<file path="src/hw/rtl/skf_pkg.sv">
`timescale 1ns / 1ps
// ----------------------------------------------------------------------------
// skf_pkg - shared constants of the scalar Kalman filter
// Widths, register indexes, rounding constants and reset values.
// ----------------------------------------------------------------------------
package skf_pkg;

  // fraction bits of variances and gain, and bits taken from each sample
  localparam int FRACTION_BITS = 24;
  localparam int SAMPLE_BITS   = 16;

  localparam int WORD_W      = 32;
  localparam int SAMPLE_W    = 16;
  localparam int GAIN_OUT_W  = 25;
  localparam int CFG_INDEX_W = 2;

  // K <= 1.0, so one more bit than the fraction
  localparam int K_W     = FRACTION_BITS + 1;
  localparam int DEN_W   = WORD_W + 1;
  localparam int MAG_W   = WORD_W + 1;
  localparam int PROD_W  = MAG_W + K_W;
  localparam int ROUND_W = PROD_W + 1;
  localparam int CNT_W   = $clog2(FRACTION_BITS + 1);

  localparam logic [CFG_INDEX_W-1:0] REG_PROCESS_NOISE  = 2'd0;
  localparam logic [CFG_INDEX_W-1:0] REG_MEASURE_NOISE  = 2'd1;
  localparam logic [CFG_INDEX_W-1:0] REG_START_ESTIMATE = 2'd2;
  localparam logic [CFG_INDEX_W-1:0] REG_START_VARIANCE = 2'd3;

  localparam logic [K_W-1:0]     ONE_K = K_W'(1) << FRACTION_BITS;
  localparam logic [ROUND_W-1:0] HALF  = ROUND_W'(1) << (FRACTION_BITS - 1);

  localparam logic [WORD_W-1:0] PROCESS_NOISE_RESET = 32'd17;
  localparam logic [WORD_W-1:0] MEASURE_NOISE_RESET = 32'd15099;
  localparam logic [WORD_W-1:0] VARIANCE_RESET      = 32'd16777216;

endpackage

</file>
<file path="src/hw/rtl/skf_if.sv">
`timescale 1ns / 1ps
// ----------------------------------------------------------------------------
// skf_if - stream channels of the scalar Kalman filter
// Sample channel and result channel, valid/ready handshake.
// ----------------------------------------------------------------------------
interface skf_sample_if;
  logic                          valid;
  logic                          ready;
  logic [skf_pkg::SAMPLE_W-1:0]  sample;
  logic                          restart;

  modport source (output valid, output sample, output restart, input ready);
  modport sink   (input valid, input sample, input restart, output ready);
endinterface

interface skf_result_if;
  logic                           valid;
  logic                           ready;
  logic [skf_pkg::WORD_W-1:0]     estimate;
  logic [skf_pkg::WORD_W-1:0]     variance;
  logic [skf_pkg::GAIN_OUT_W-1:0] gain;

  modport source (output valid, output estimate, output variance, output gain,
                  input ready);
  modport sink   (input valid, input estimate, input variance, input gain,
                  output ready);
endinterface

</file>
<file path="src/hw/rtl/skf_divider.sv">
`timescale 1ns / 1ps
// ----------------------------------------------------------------------------
// skf_divider - iterative restoring divider for the gain
// Quotient of num * 2^FRACTION_BITS / den, one bit per cycle, num <= den.
// ----------------------------------------------------------------------------
module skf_divider (
  input  logic                            clk,
  input  logic                            rst,
  input  logic                            start,
  input  logic [skf_pkg::WORD_W-1:0]      num,
  input  logic [skf_pkg::DEN_W-1:0]       den,
  output logic                            done,
  output logic [skf_pkg::K_W-1:0]         quotient
);

  logic                           busy;
  logic [skf_pkg::CNT_W-1:0]      cnt;
  logic [skf_pkg::DEN_W-1:0]      rem;
  logic [skf_pkg::DEN_W-1:0]      dvs;
  logic [skf_pkg::DEN_W:0]        trial;
  logic                           ge;

  // first step tests the integer bit without a shift
  assign trial = (cnt == '0) ? {1'b0, rem} : {rem, 1'b0};
  assign ge    = trial >= {1'b0, dvs};

  always_ff @(posedge clk) begin
    if (rst) begin
      busy <= 1'b0;
      done <= 1'b0;
      cnt  <= '0;
    end else begin
      done <= 1'b0;
      if (start) begin
        rem      <= skf_pkg::DEN_W'(num);
        dvs      <= den;
        quotient <= '0;
        cnt      <= '0;
        busy     <= 1'b1;
      end else if (busy) begin
        rem      <= ge ? skf_pkg::DEN_W'(trial - {1'b0, dvs})
                       : skf_pkg::DEN_W'(trial);
        quotient <= {quotient[skf_pkg::K_W-2:0], ge};
        cnt      <= cnt + skf_pkg::CNT_W'(1);
        if (cnt == skf_pkg::CNT_W'(skf_pkg::FRACTION_BITS)) begin
          busy <= 1'b0;
          done <= 1'b1;
        end
      end
    end
  end

endmodule

</file>
<file path="src/hw/rtl/skf_multiplier.sv">
`timescale 1ns / 1ps
// ----------------------------------------------------------------------------
// skf_multiplier - shared registered multiplier
// Magnitude times gain factor, product held until the next enable.
// ----------------------------------------------------------------------------
module skf_multiplier (
  input  logic                         clk,
  input  logic                         en,
  input  logic [skf_pkg::MAG_W-1:0]    a,
  input  logic [skf_pkg::K_W-1:0]      b,
  output logic [skf_pkg::PROD_W-1:0]   p
);

  always_ff @(posedge clk) begin
    if (en) begin
      p <= skf_pkg::PROD_W'(a) * skf_pkg::PROD_W'(b);
    end
  end

endmodule

</file>
<file path="src/hw/rtl/scalar_kalman_filter_unit.sv">
`timescale 1ns / 1ps
// ----------------------------------------------------------------------------
// scalar_kalman_filter_unit - one-variable Kalman filter, fixed point
// Predict, gain by serial divide, estimate and variance by shared multiplier.
// ----------------------------------------------------------------------------
// Usage:
//   samples : sink channel, one word per measurement (sample, restart).
//             restart = 1 loads start_estimate / start_variance first.
//   results : source channel, one word per sample (estimate Q16.16,
//             variance and gain with FRACTION_BITS fraction bits).
//   cfg_*   : write port, cfg_index selects process_noise, measure_noise,
//             start_estimate or start_variance; write only while idle.
// Timing:
//   a sample goes from acceptance through predict, divide and the two
//   multiplier passes to a result word; the restoring divider works one
//   quotient bit a cycle. One sample is in work at a time; samples.ready
//   is high only when the sequencer is idle.
// Stall:
//   the result register decouples the two sides: a new sample is taken
//   while the previous result still waits; if the result is still unread
//   when the next one is done, the sequencer holds in its final state.
// Reset:
//   clears the sequencer and result valid, loads the register reset values,
//   estimate 0 and variance 1.0.
// ----------------------------------------------------------------------------
module scalar_kalman_filter_unit (
  input  logic                              clk,
  input  logic                              rst,
  skf_sample_if.sink                        samples,
  skf_result_if.source                      results,
  input  logic                              cfg_write,
  input  logic [skf_pkg::CFG_INDEX_W-1:0]   cfg_index,
  input  logic [skf_pkg::WORD_W-1:0]        cfg_data
);

  localparam logic [2:0] ST_IDLE = 3'd0;
  localparam logic [2:0] ST_PRED = 3'd1;
  localparam logic [2:0] ST_DIVS = 3'd2;
  localparam logic [2:0] ST_DIVW = 3'd3;
  localparam logic [2:0] ST_MUL1 = 3'd4;
  localparam logic [2:0] ST_MUL2 = 3'd5;
  localparam logic [2:0] ST_FIN  = 3'd6;

  logic [2:0] state;

  // configuration
  logic [skf_pkg::WORD_W-1:0] process_noise;
  logic [skf_pkg::WORD_W-1:0] measure_noise;
  logic [skf_pkg::WORD_W-1:0] start_estimate;
  logic [skf_pkg::WORD_W-1:0] start_variance;

  // filter state
  logic [skf_pkg::WORD_W-1:0] kept_estimate;
  logic [skf_pkg::WORD_W-1:0] kept_variance;

  // per-sample working registers
  logic [skf_pkg::SAMPLE_W-1:0] sample_reg;
  logic [skf_pkg::WORD_W-1:0]   pm_reg;
  logic [skf_pkg::DEN_W-1:0]    denom_reg;
  logic [skf_pkg::MAG_W-1:0]    mag_reg;
  logic                         neg_reg;
  logic [skf_pkg::K_W-1:0]      k_reg;
  logic [skf_pkg::WORD_W-1:0]   est_new;

  // result register
  logic                           out_valid;
  logic [skf_pkg::WORD_W-1:0]     out_estimate;
  logic [skf_pkg::WORD_W-1:0]     out_variance;
  logic [skf_pkg::GAIN_OUT_W-1:0] out_gain;

  // datapath
  logic [skf_pkg::WORD_W:0]       pm_sum;
  logic [skf_pkg::WORD_W-1:0]     pm;
  logic [skf_pkg::DEN_W-1:0]      denom;
  logic [skf_pkg::SAMPLE_BITS-1:0] smp;
  logic [skf_pkg::MAG_W-1:0]      z33;
  logic [skf_pkg::MAG_W-1:0]      diff;
  logic                           div_done;
  logic [skf_pkg::K_W-1:0]        quotient;
  logic                           mul_en;
  logic [skf_pkg::MAG_W-1:0]      mul_a;
  logic [skf_pkg::K_W-1:0]        mul_b;
  logic [skf_pkg::PROD_W-1:0]     prod;
  logic [skf_pkg::ROUND_W-1:0]    prod_rnd;
  logic [skf_pkg::MAG_W-1:0]      corr;
  logic [skf_pkg::WORD_W+1:0]     est_sum;
  logic [skf_pkg::WORD_W-1:0]     est_sat;
  logic [skf_pkg::WORD_W-1:0]     pnew;
  logic                           can_load;

  // predicted variance, saturating
  assign pm_sum = {1'b0, kept_variance} + {1'b0, process_noise};
  assign pm     = pm_sum[skf_pkg::WORD_W] ? '1 : pm_sum[skf_pkg::WORD_W-1:0];
  assign denom  = {1'b0, pm} + {1'b0, measure_noise};

  // innovation: sample as integer moved to Q16.16, minus the estimate
  assign smp  = sample_reg[skf_pkg::SAMPLE_BITS-1:0];
  assign z33  = {{(skf_pkg::MAG_W - 16 - skf_pkg::SAMPLE_BITS)
                  {smp[skf_pkg::SAMPLE_BITS-1]}}, smp, 16'b0};
  assign diff = z33 - {kept_estimate[skf_pkg::WORD_W-1], kept_estimate};

  skf_divider u_div (
    .clk      (clk),
    .rst      (rst),
    .start    (state == ST_DIVS),
    .num      (pm_reg),
    .den      (denom_reg),
    .done     (div_done),
    .quotient (quotient)
  );

  // first pass |innovation| * K, second pass Pm * (1 - K)
  assign mul_en = (state == ST_MUL1) || (state == ST_MUL2);
  assign mul_a  = (state == ST_MUL1) ? mag_reg : {1'b0, pm_reg};
  assign mul_b  = (state == ST_MUL1) ? k_reg : skf_pkg::ONE_K - k_reg;

  skf_multiplier u_mul (
    .clk (clk),
    .en  (mul_en),
    .a   (mul_a),
    .b   (mul_b),
    .p   (prod)
  );

  // round to nearest; sign applied after, so halves go away from zero
  assign prod_rnd = skf_pkg::ROUND_W'(prod) + skf_pkg::HALF;
  assign corr     = prod_rnd[skf_pkg::FRACTION_BITS +: skf_pkg::MAG_W];
  assign pnew     = prod_rnd[skf_pkg::FRACTION_BITS +: skf_pkg::WORD_W];

  assign est_sum = neg_reg
    ? {{2{kept_estimate[skf_pkg::WORD_W-1]}}, kept_estimate} - {1'b0, corr}
    : {{2{kept_estimate[skf_pkg::WORD_W-1]}}, kept_estimate} + {1'b0, corr};

  always_comb begin
    if (est_sum[skf_pkg::WORD_W+1 -: 3] == 3'b000 ||
        est_sum[skf_pkg::WORD_W+1 -: 3] == 3'b111) begin
      est_sat = est_sum[skf_pkg::WORD_W-1:0];
    end else if (est_sum[skf_pkg::WORD_W+1]) begin
      est_sat = {1'b1, {(skf_pkg::WORD_W-1){1'b0}}};
    end else begin
      est_sat = {1'b0, {(skf_pkg::WORD_W-1){1'b1}}};
    end
  end

  assign can_load = !out_valid || results.ready;

  // configuration writes
  always_ff @(posedge clk) begin
    if (rst) begin
      process_noise  <= skf_pkg::PROCESS_NOISE_RESET;
      measure_noise  <= skf_pkg::MEASURE_NOISE_RESET;
      start_estimate <= '0;
      start_variance <= skf_pkg::VARIANCE_RESET;
    end else if (cfg_write) begin
      case (cfg_index)
        skf_pkg::REG_PROCESS_NOISE:  process_noise  <= cfg_data;
        skf_pkg::REG_MEASURE_NOISE:  measure_noise  <= cfg_data;
        skf_pkg::REG_START_ESTIMATE: start_estimate <= cfg_data;
        skf_pkg::REG_START_VARIANCE: start_variance <= cfg_data;
        default: ;
      endcase
    end
  end

  // sequencer and filter state
  always_ff @(posedge clk) begin
    if (rst) begin
      state         <= ST_IDLE;
      kept_estimate <= '0;
      kept_variance <= skf_pkg::VARIANCE_RESET;
    end else begin
      case (state)
        ST_IDLE: begin
          if (samples.valid) begin
            sample_reg <= samples.sample;
            if (samples.restart) begin
              kept_estimate <= start_estimate;
              kept_variance <= start_variance;
            end
            state <= ST_PRED;
          end
        end
        ST_PRED: begin
          pm_reg    <= pm;
          denom_reg <= denom;
          neg_reg   <= diff[skf_pkg::MAG_W-1];
          mag_reg   <= diff[skf_pkg::MAG_W-1] ? -diff : diff;
          state     <= ST_DIVS;
        end
        ST_DIVS: state <= ST_DIVW;
        ST_DIVW: begin
          if (div_done) begin
            // zero divisor gives zero gain
            k_reg <= (denom_reg == '0) ? '0 : quotient;
            state <= ST_MUL1;
          end
        end
        ST_MUL1: state <= ST_MUL2;
        ST_MUL2: begin
          est_new <= est_sat;
          state   <= ST_FIN;
        end
        ST_FIN: begin
          if (can_load) begin
            kept_estimate <= est_new;
            kept_variance <= pnew;
            state         <= ST_IDLE;
          end
        end
        default: state <= ST_IDLE;
      endcase
    end
  end

  // result register
  always_ff @(posedge clk) begin
    if (rst) begin
      out_valid <= 1'b0;
    end else if ((state == ST_FIN) && can_load) begin
      out_valid    <= 1'b1;
      out_estimate <= est_new;
      out_variance <= pnew;
      out_gain     <= skf_pkg::GAIN_OUT_W'(k_reg);
    end else if (results.ready) begin
      out_valid <= 1'b0;
    end
  end

  assign samples.ready    = (state == ST_IDLE);
  assign results.valid    = out_valid;
  assign results.estimate = out_estimate;
  assign results.variance = out_variance;
  assign results.gain     = out_gain;

  // divider finishes only while the sequencer waits for it
  a_div_done_in_wait: assert property (@(posedge clk) disable iff (rst)
    div_done |-> (state == ST_DIVW))
    else $error("divider done outside wait state");

  // gain never exceeds one
  a_gain_le_one: assert property (@(posedge clk) disable iff (rst)
    (state == ST_MUL1) |-> (k_reg <= skf_pkg::ONE_K))
    else $error("gain above one");

  // updated variance never exceeds the prediction
  a_var_shrinks: assert property (@(posedge clk) disable iff (rst)
    (state == ST_FIN) |-> (pnew <= pm_reg))
    else $error("variance above prediction");

  // a finished result is not dropped: loading only when the register is free
  a_no_overwrite: assert property (@(posedge clk) disable iff (rst)
    ((state == ST_FIN) && out_valid && !results.ready) |=> (state == ST_FIN))
    else $error("result overwritten");

endmodule
</file>
<file path="src/flat_wrapper.sv">
// flat-port wrapper written by rule: the top's interface ports become plain ports
module scalar_kalman_filter_unit_flat 
  (clk, rst, cfg_write, cfg_index, cfg_data, samples_valid, samples_sample, samples_restart, samples_ready, results_valid, results_estimate, results_variance, results_gain, results_ready);
  skf_sample_if samples_i ();
  skf_result_if results_i ();
  input  logic clk;
  input  logic rst;
  input  logic cfg_write;
  input  logic [skf_pkg::CFG_INDEX_W-1:0] cfg_index;
  input  logic [skf_pkg::WORD_W-1:0] cfg_data;
  input wire logic [$bits(samples_i.valid)-1:0] samples_valid;
  input wire logic [$bits(samples_i.sample)-1:0] samples_sample;
  input wire logic [$bits(samples_i.restart)-1:0] samples_restart;
  output wire logic [$bits(samples_i.ready)-1:0] samples_ready;
  output wire logic [$bits(results_i.valid)-1:0] results_valid;
  output wire logic [$bits(results_i.estimate)-1:0] results_estimate;
  output wire logic [$bits(results_i.variance)-1:0] results_variance;
  output wire logic [$bits(results_i.gain)-1:0] results_gain;
  input wire logic [$bits(results_i.ready)-1:0] results_ready;
  assign samples_i.valid = samples_valid;
  assign samples_i.sample = samples_sample;
  assign samples_i.restart = samples_restart;
  assign samples_ready = samples_i.ready;
  assign results_valid = results_i.valid;
  assign results_estimate = results_i.estimate;
  assign results_variance = results_i.variance;
  assign results_gain = results_i.gain;
  assign results_i.ready = results_ready;
  scalar_kalman_filter_unit u_core (.clk(clk), .rst(rst), .samples(samples_i), .results(results_i), .cfg_write(cfg_write), .cfg_index(cfg_index), .cfg_data(cfg_data));
endmodule
</file>
<file path="config.mk">
export PLATFORM = sky130hd
export DESIGN_NAME = scalar_kalman_filter_unit_flat
export DESIGN_NICKNAME = d
export VERILOG_FILES = /design/src/hw/rtl/skf_pkg.sv /design/src/hw/rtl/skf_if.sv /design/src/hw/rtl/skf_divider.sv /design/src/hw/rtl/skf_multiplier.sv /design/src/hw/rtl/scalar_kalman_filter_unit.sv /design/src/flat_wrapper.sv
export SDC_FILE = /design/constraint.sdc
export NUM_CORES = 2
export LEC_CHECK = 0
export ABC_CLOCK_PERIOD_IN_PS = 26000
export BUFFER_PORTS_ARGS = -buffer_cell sky130_fd_sc_hd__buf_4
export CELL_PAD_IN_SITES_DETAIL_PLACEMENT = 0
export CELL_PAD_IN_SITES_GLOBAL_PLACEMENT = 1
export CORE_MARGIN = 2
export CORE_UTILIZATION = 25
export CTS_CLUSTER_DIAMETER = 100
export DETAILED_ROUTE_END_ITERATION = 12
export PLACE_DENSITY = 0.58
export REMOVE_ABC_BUFFERS = 1
export SYNTH_ARGS = -nofsm -noshare
export SYNTH_HDL_FRONTEND = slang
export SYNTH_SLANG_ARGS = --single-unit
</file>
<file path="constraint.sdc">
create_clock -name clk -period 26 [get_ports clk]
set_input_delay 7.8 -clock clk [delete_from_list [all_inputs] [get_ports clk]]
set_output_delay 7.8 -clock clk [all_outputs]
set_load 0.05 [all_outputs]
</file>
* Yosys cells after proc, flatten, opt, wreduce, memory -nomap -nowiden
Cells that the tools add are included.
Storage, ports and cells: input port bits 56, register bits after elaboration 612, word-level logic and storage cells 114, output and inout bits 91
Cells by class: muxes and demuxes 30, multiply operators 1, bitwise operators 2, reduce and logical (&&, ||, !) cells 28, add/subtract/negate cells 10, equality and inequality tests 15, order comparisons 1
Operator list (number):
- 32-bit 2-to-1 mux | 11
- 32-bit case mux with 2 select lines | 2
- 33-bit 2-to-1 mux | 3
- 34-bit 2-to-1 mux | 2
- 32-bit by 32-bit adder with 33-bit output | 2
- 57-bit by 24-bit adder with 57-bit output (second input constant) | 1
- 33-bit by 25-bit multiplier with 57-bit output | 1
- 25-bit 2-to-1 mux | 2
- 34-bit by 33-bit adder with 34-bit output | 1
- 34-bit by 33-bit >= comparator with 1-bit output | 1
- 34-bit by 33-bit subtractor with 34-bit output | 1
- 33-bit zero test | 1
- 33-bit negation | 1
- 32-bit by 32-bit subtractor with 33-bit output | 1
- 33-bit subtractor | 1
- 25-bit subtractor (first input constant) | 1
- 3-bit case mux with 7 select lines | 1
- 2-bit AND reduction | 9
- 3-bit equality test (second input constant) | 4
- 3-bit 2-to-1 mux | 3
- 3-bit AND reduction | 3
- 3-bit by 2-bit equality test with 1-bit output (second input constant) | 2
- 3-bit zero test | 2
- 1-bit 2-to-1 mux | 6
- 17 further kinds | 25

* Depth between registers and ports, before layout
depth in word-level cells 6, mapped depth 36

* Cells and area by module
A second synthesis with hierarchy kept.
Unflattened totals: cells, all modules 6440, area total of the unflattened synthesis 59848.6 µm²
Modules (own cells, without submodules):
- skf_multiplier | seq. area each 1741.7 µm², area an instance 28374.7 µm², cells each 3088, instances 1
- scalar_kalman_filter_unit | seq. area each 11761.3 µm², area an instance 25220.4 µm², cells each 2749, instances 1
- skf_divider | seq. area each 2872.8 µm², area an instance 6253.5 µm², cells each 603, instances 1

* Worst setup path after synthesis
No wires, ideal clock.
kind input -> register, from input rst, to register u_core.denom_reg[0] in the netlist's numbering, enable pin, stages on the path 2, path slack 10.658 ns, path buffers 0, library setup time 0.678 ns, required time 25.322 ns, arrival 14.664 ns, path through nand2b_1 > nor3_1
On the way: cells in the longest elaborated chain, start to end 2
Ends and longest elaborated chain:
- from (decl) | RTL line flat_wrapper.sv:7 | input logic rst;
- 1-bit NOT (no source line)
- 2-bit AND reduction (no source line)
- to (signal assigned) | RTL line scalar_kalman_filter_unit.sv:185 | denom_reg <= denom;
- to (decl) | RTL line scalar_kalman_filter_unit.sv:59 | logic [skf_pkg::DEN_W-1:0] denom_reg;
No other way between the ends. A chain may end at the register's enable or synchronous reset.

* Worst setup path in the final report
from register u_core.k_reg[0] in the netlist's numbering, to register u_core.u_mul.p[49] in the netlist's numbering, data pin
On the way: cells in the longest elaborated chain, start to end 3
Ends and longest elaborated chain:
- from (decl) | RTL line scalar_kalman_filter_unit.sv:62 | logic [skf_pkg::K_W-1:0] k_reg;
- from (signal assigned) | RTL line scalar_kalman_filter_unit.sv:194 | k_reg <= (denom_reg == '0) ? '0 : quotient;
- 25-bit subtractor | RTL line scalar_kalman_filter_unit.sv:115 | assign mul_b = (state == ST_MUL1) ? k_reg : skf_pkg::ONE_K - k_reg;
- 25-bit 2-to-1 mux (*) | RTL line scalar_kalman_filter_unit.sv:115
- 33-bit by 25-bit multiplier with 57-bit output (*) | RTL line skf_multiplier.sv:16 | p <= skf_pkg::PROD_W'(a) * skf_pkg::PROD_W'(b);
- to (signal assigned) | RTL line skf_multiplier.sv:16
- to (decl) | RTL line skf_multiplier.sv:11 | output logic [skf_pkg::PROD_W-1:0] p
Mark *: on every way between the ends. The rest lies on a longest branch, timed or not.

==> metrics.md <==
| Metric | Value |
|---|---|
| Async SR Flop Fraction | `0%` |
| Fin Clk Skew | `0.0304 ns` |
| Most frequent cells in the layout | `nand2_1, inv_1, fa_1, nor2_1, edfxtp_1` |
| Crit path capture | `u_core.u_mul.p[49]$_DFFE_PN_` |
| First-pass GRT wire length | `306000 um` |
| Synth top area cells | `fa_1, edfxtp_1, ha_1, dfxtp_1, nand2_1` |
| Worst flop-to-flop path endpoint | `u_core.u_mul.p[49]$_DFFE_PN_` |
| H-Tree Level Count | `3` |
| Postcts setup bufs | `0` |
| Number of enable flip-flop cells after synthesis | `386` |
| Drt drc | `0` |
| Max Clock Freq | `89.2 MHz` |
| Placed cell count | `9242` |
| Vias | `44067` |
| Worst skew pair latency | `0.69 ns` |
| Max reg flops | `34` |
| Row count | `176` |
| Commonest non-fill, non-tap cell in the layout | `nand2_1` |
| Layout fillers | `24524` |
| Yosys top cell by area | `fa_1` |
| RSZ-0062 raised after global routing | `false` |
| Distinct cells, synth | `102` |
| Die height | `484 um` |
| Largest net degree at the start of global routing | `94` |
| Worst path required time | `26.41 ns` |
| Gpl congestion | `0.916` |
| Top Ports | `147` |
| TritonRoute pass-1 iters | `6` |
| Clock transition at the registers of the reported paths | `0.06 ns` |
| R2R Setup Slk | `14.79 ns` |
| Initial Util | `25.1%` |
| Antenna viol nets, final | `0` |
| Nets | `7396` |
| DP HPWL | `161000 um` |
| Min-Delay Path Class | `reg -> reg` |
| R2R cell count | `31` |
| CP max stage delay | `1.08 ns` |
| Initial antenna violation count | `4` |
| Share of the synthesized area in the top cell type | `24.8%` |
| Worst setup margin | `14.79 ns` |
| CTS sink cnt | `589` |
| GRT Total Usage | `17.5%` |
| Finished Layout Cells | `9377` |
| Post-Syn Area | `0.0576 mm2` |
| Hold buffers post-CTS | `0` |
| Wire per inst | `21.9 um` |
| Final wirelength | `205000 um` |
| Post-Syn Instances | `6248` |
| Pwr Total | `4580 uW` |
| CP startpoint | `u_core.k_reg[0]$_SDFFCE_PN0P_` |
| DR iter-0 viols | `3049` |
| Post-CTS Resized | `0` |
| Final period utilization | `43.1%` |
| CP bufs+invs | `6` |
| Area Overhead vs Synth | `12.7%` |
| Hold Slack | `0.452 ns` |
| Crit start category | `flip-flop` |
| Layout cells sized above 1 | `8.40%` |
| Critical path class | `reg -> reg` |
| Core Area | `0.229 mm2` |
| Syn_area_per_cell | `9.21 um2` |
| Port bufs | `146` |
| Min Tclk post-route | `11.21 ns` |
| CTS tree | `yes` |
| #FFs+latches synth | `589` |
| Stages on the worst setup path | `31` |
| Congestion Overflow GR | `0` |
| Die Footprint | `0.234 mm2` |
| Sequential standard cell area | `0.0157 mm2` |
| TritonCTS Buffers | `73` |
| Clock Path Buffers | `3` |
| Number of global-route vias before repair | `45574` |
| Place WS | `15.09 ns` |
| Vias/cell | `4.70` |
| Die extent in x | `484 um` |
| Root Driver | `clkbuf_16` |
| Final Hold Fails | `0` |
| Worst Tran Pin Value | `1.37 ns` |
| PD cells | `70.6 mW/mm2` |
| Critical Path End Type | `flip-flop` |
| RR Startpoint | `u_core.k_reg[0]$_SDFFCE_PN0P_` |
| LEAKAGE | `0.0279 uW` |
| Yosys warns | `0` |
| Worst slew margin | `6.96%` |
| Finish-stage setup viols | `0` |
| Worst Path Max Fanout | `30` |
| Max Slew Vio Count | `0` |
| Fin Setup TNS | `0 ns` |
| Crit-path most repeated cell | `fa_1` |
| CP arrival | `11.63 ns` |
| Max Cap Violations | `0` |
| Area occupied by multi-input gates | `0.0378 mm2` |
| Main flop type after synthesis | `edfxtp_1` |
| Biggest register | `u_core.u_mul.p` |
| Sequential share of the synthesized area | `27.2%` |
| CP max-delay cell | `xnor2_1` |
| Largest delay share family, worst path | `adder cells` |
| Outcome | `finished clean` |
| Max rail drop VDD | `0.0978 mV` |
## synth_stat cells (8+ instances only)
library cell  count
nor3_1           61
mux2i_1          41
and2_1           52
dfxtp_1         203
o21bai_1         25
nand4_1          40
a21oi_1         355
nor4_1           24
nand3_1          49
a31oi_1          55
o211ai_1         14
nand3b_1         22
inv_1           898
xnor2_1         200
a211o_1          12
clkbuf_1        236
or3_1            28
xor2_1          100
fa_1            712
mux2_2           66
a311oi_1         35
and4_1            9
nor2b_1          50
nor2_1          588
o2111ai_1         9
a211oi_1         56
a21o_1          124
nor3b_1           9
ha_1            337
o31ai_1          14
o21ai_0         107
edfxtp_1        386
and3_1           45
nand2_1        1022
buf_1            23
or2_2            15
o21a_1           28
nand2b_1         43
a21boi_0          8
## through the flow
step | util (%) | area [um2]
2_1_floorplan | - | 56500
3_3_place_gp | 27.2 | 62500
3_5_place_dp | 27.2 | 62500
4_1_cts | 28.3 | 64800
5_1_grt | 28.3 | 64900
6_report | 28.3 | 64900
## worst reg2reg max path, delay by kind of cell, from the launching register on
family	cells	cell delay, ns
AND/OR/NAND/NOR	7	1.68
XOR/XNOR	2	1.25
flip-flops	1	0.49
adder cells (fa/ha/maj)	9	4.00
AO/OA/AOI/OAI	7	2.82
buffers and inverters	6	0.72
## where the power goes
group | total [uW] | switching [uW] | internal [uW]
clock | 1020 | 445 | 579
sequential | 1150 | 29.8 | 1120
combinational | 2400 | 1510 | 895
total | 4580 | 1980 | 2600
## final cells by class
type / count / share of cell area (%)
clock inverters: 48 / 0.756
flip-flops and latches: 589 / 24.1
diodes: 2 / 0.00772
clock buffers: 85 / 2.90
inverters: 899 / 5.20
well taps: 3026 / 5.84
repair buffers: 245 / 2.86
multi-input cells: 4483 / 58.3
## how the worst min path moves through the flow
stage	startpoint	endpoint	slack (ns)	depth (start not counted)
after CTS	u_core.denom_reg[24]$_DFFE_PP_	u_core.u_div.dvs[24]$_DFFE_PP_	0.45	0
after detailed placement	u_core.denom_reg[24]$_DFFE_PP_	u_core.u_div.dvs[24]$_DFFE_PP_	0.44	0
after global routing	u_core.denom_reg[30]$_DFFE_PP_	u_core.u_div.dvs[30]$_DFFE_PP_	0.47	0
after global placement	u_core.denom_reg[30]$_DFFE_PP_	u_core.u_div.dvs[30]$_DFFE_PP_	0.44	0
after floorplan	u_core.denom_reg[18]$_DFFE_PP_	u_core.u_div.dvs[18]$_DFFE_PP_	0.42	0
final	u_core.denom_reg[21]$_DFFE_PP_	u_core.u_div.dvs[21]$_DFFE_PP_	0.45	0
## routing by layer
metal | wire length (um) | GRT usage (%)
met1 | 92400 | 23.7
met3 | 10300 | 2.30
met2 | 93400 | 28.0
met4 | 9040 | 7.18
met5 | 8 | 0
## cell families (layout without fill, tap and decap cells)
kind of cell               Yosys count  count (layout)  synth area share, %
other                                0               2                    0
AOI/OAI and AO/OA                  930             930                 10.4
DFF                                589             589                 27.2
and+or+nand+nor                   2092            2092                 15.8
buffers and inverters             1176            1277                 7.80
xor gates and xnor gates           305             305                 4.72
adders and majority gates         1049            1049                 32.1
muxes                              107             107                 2.00
Power figures use the tool's default switching activity.
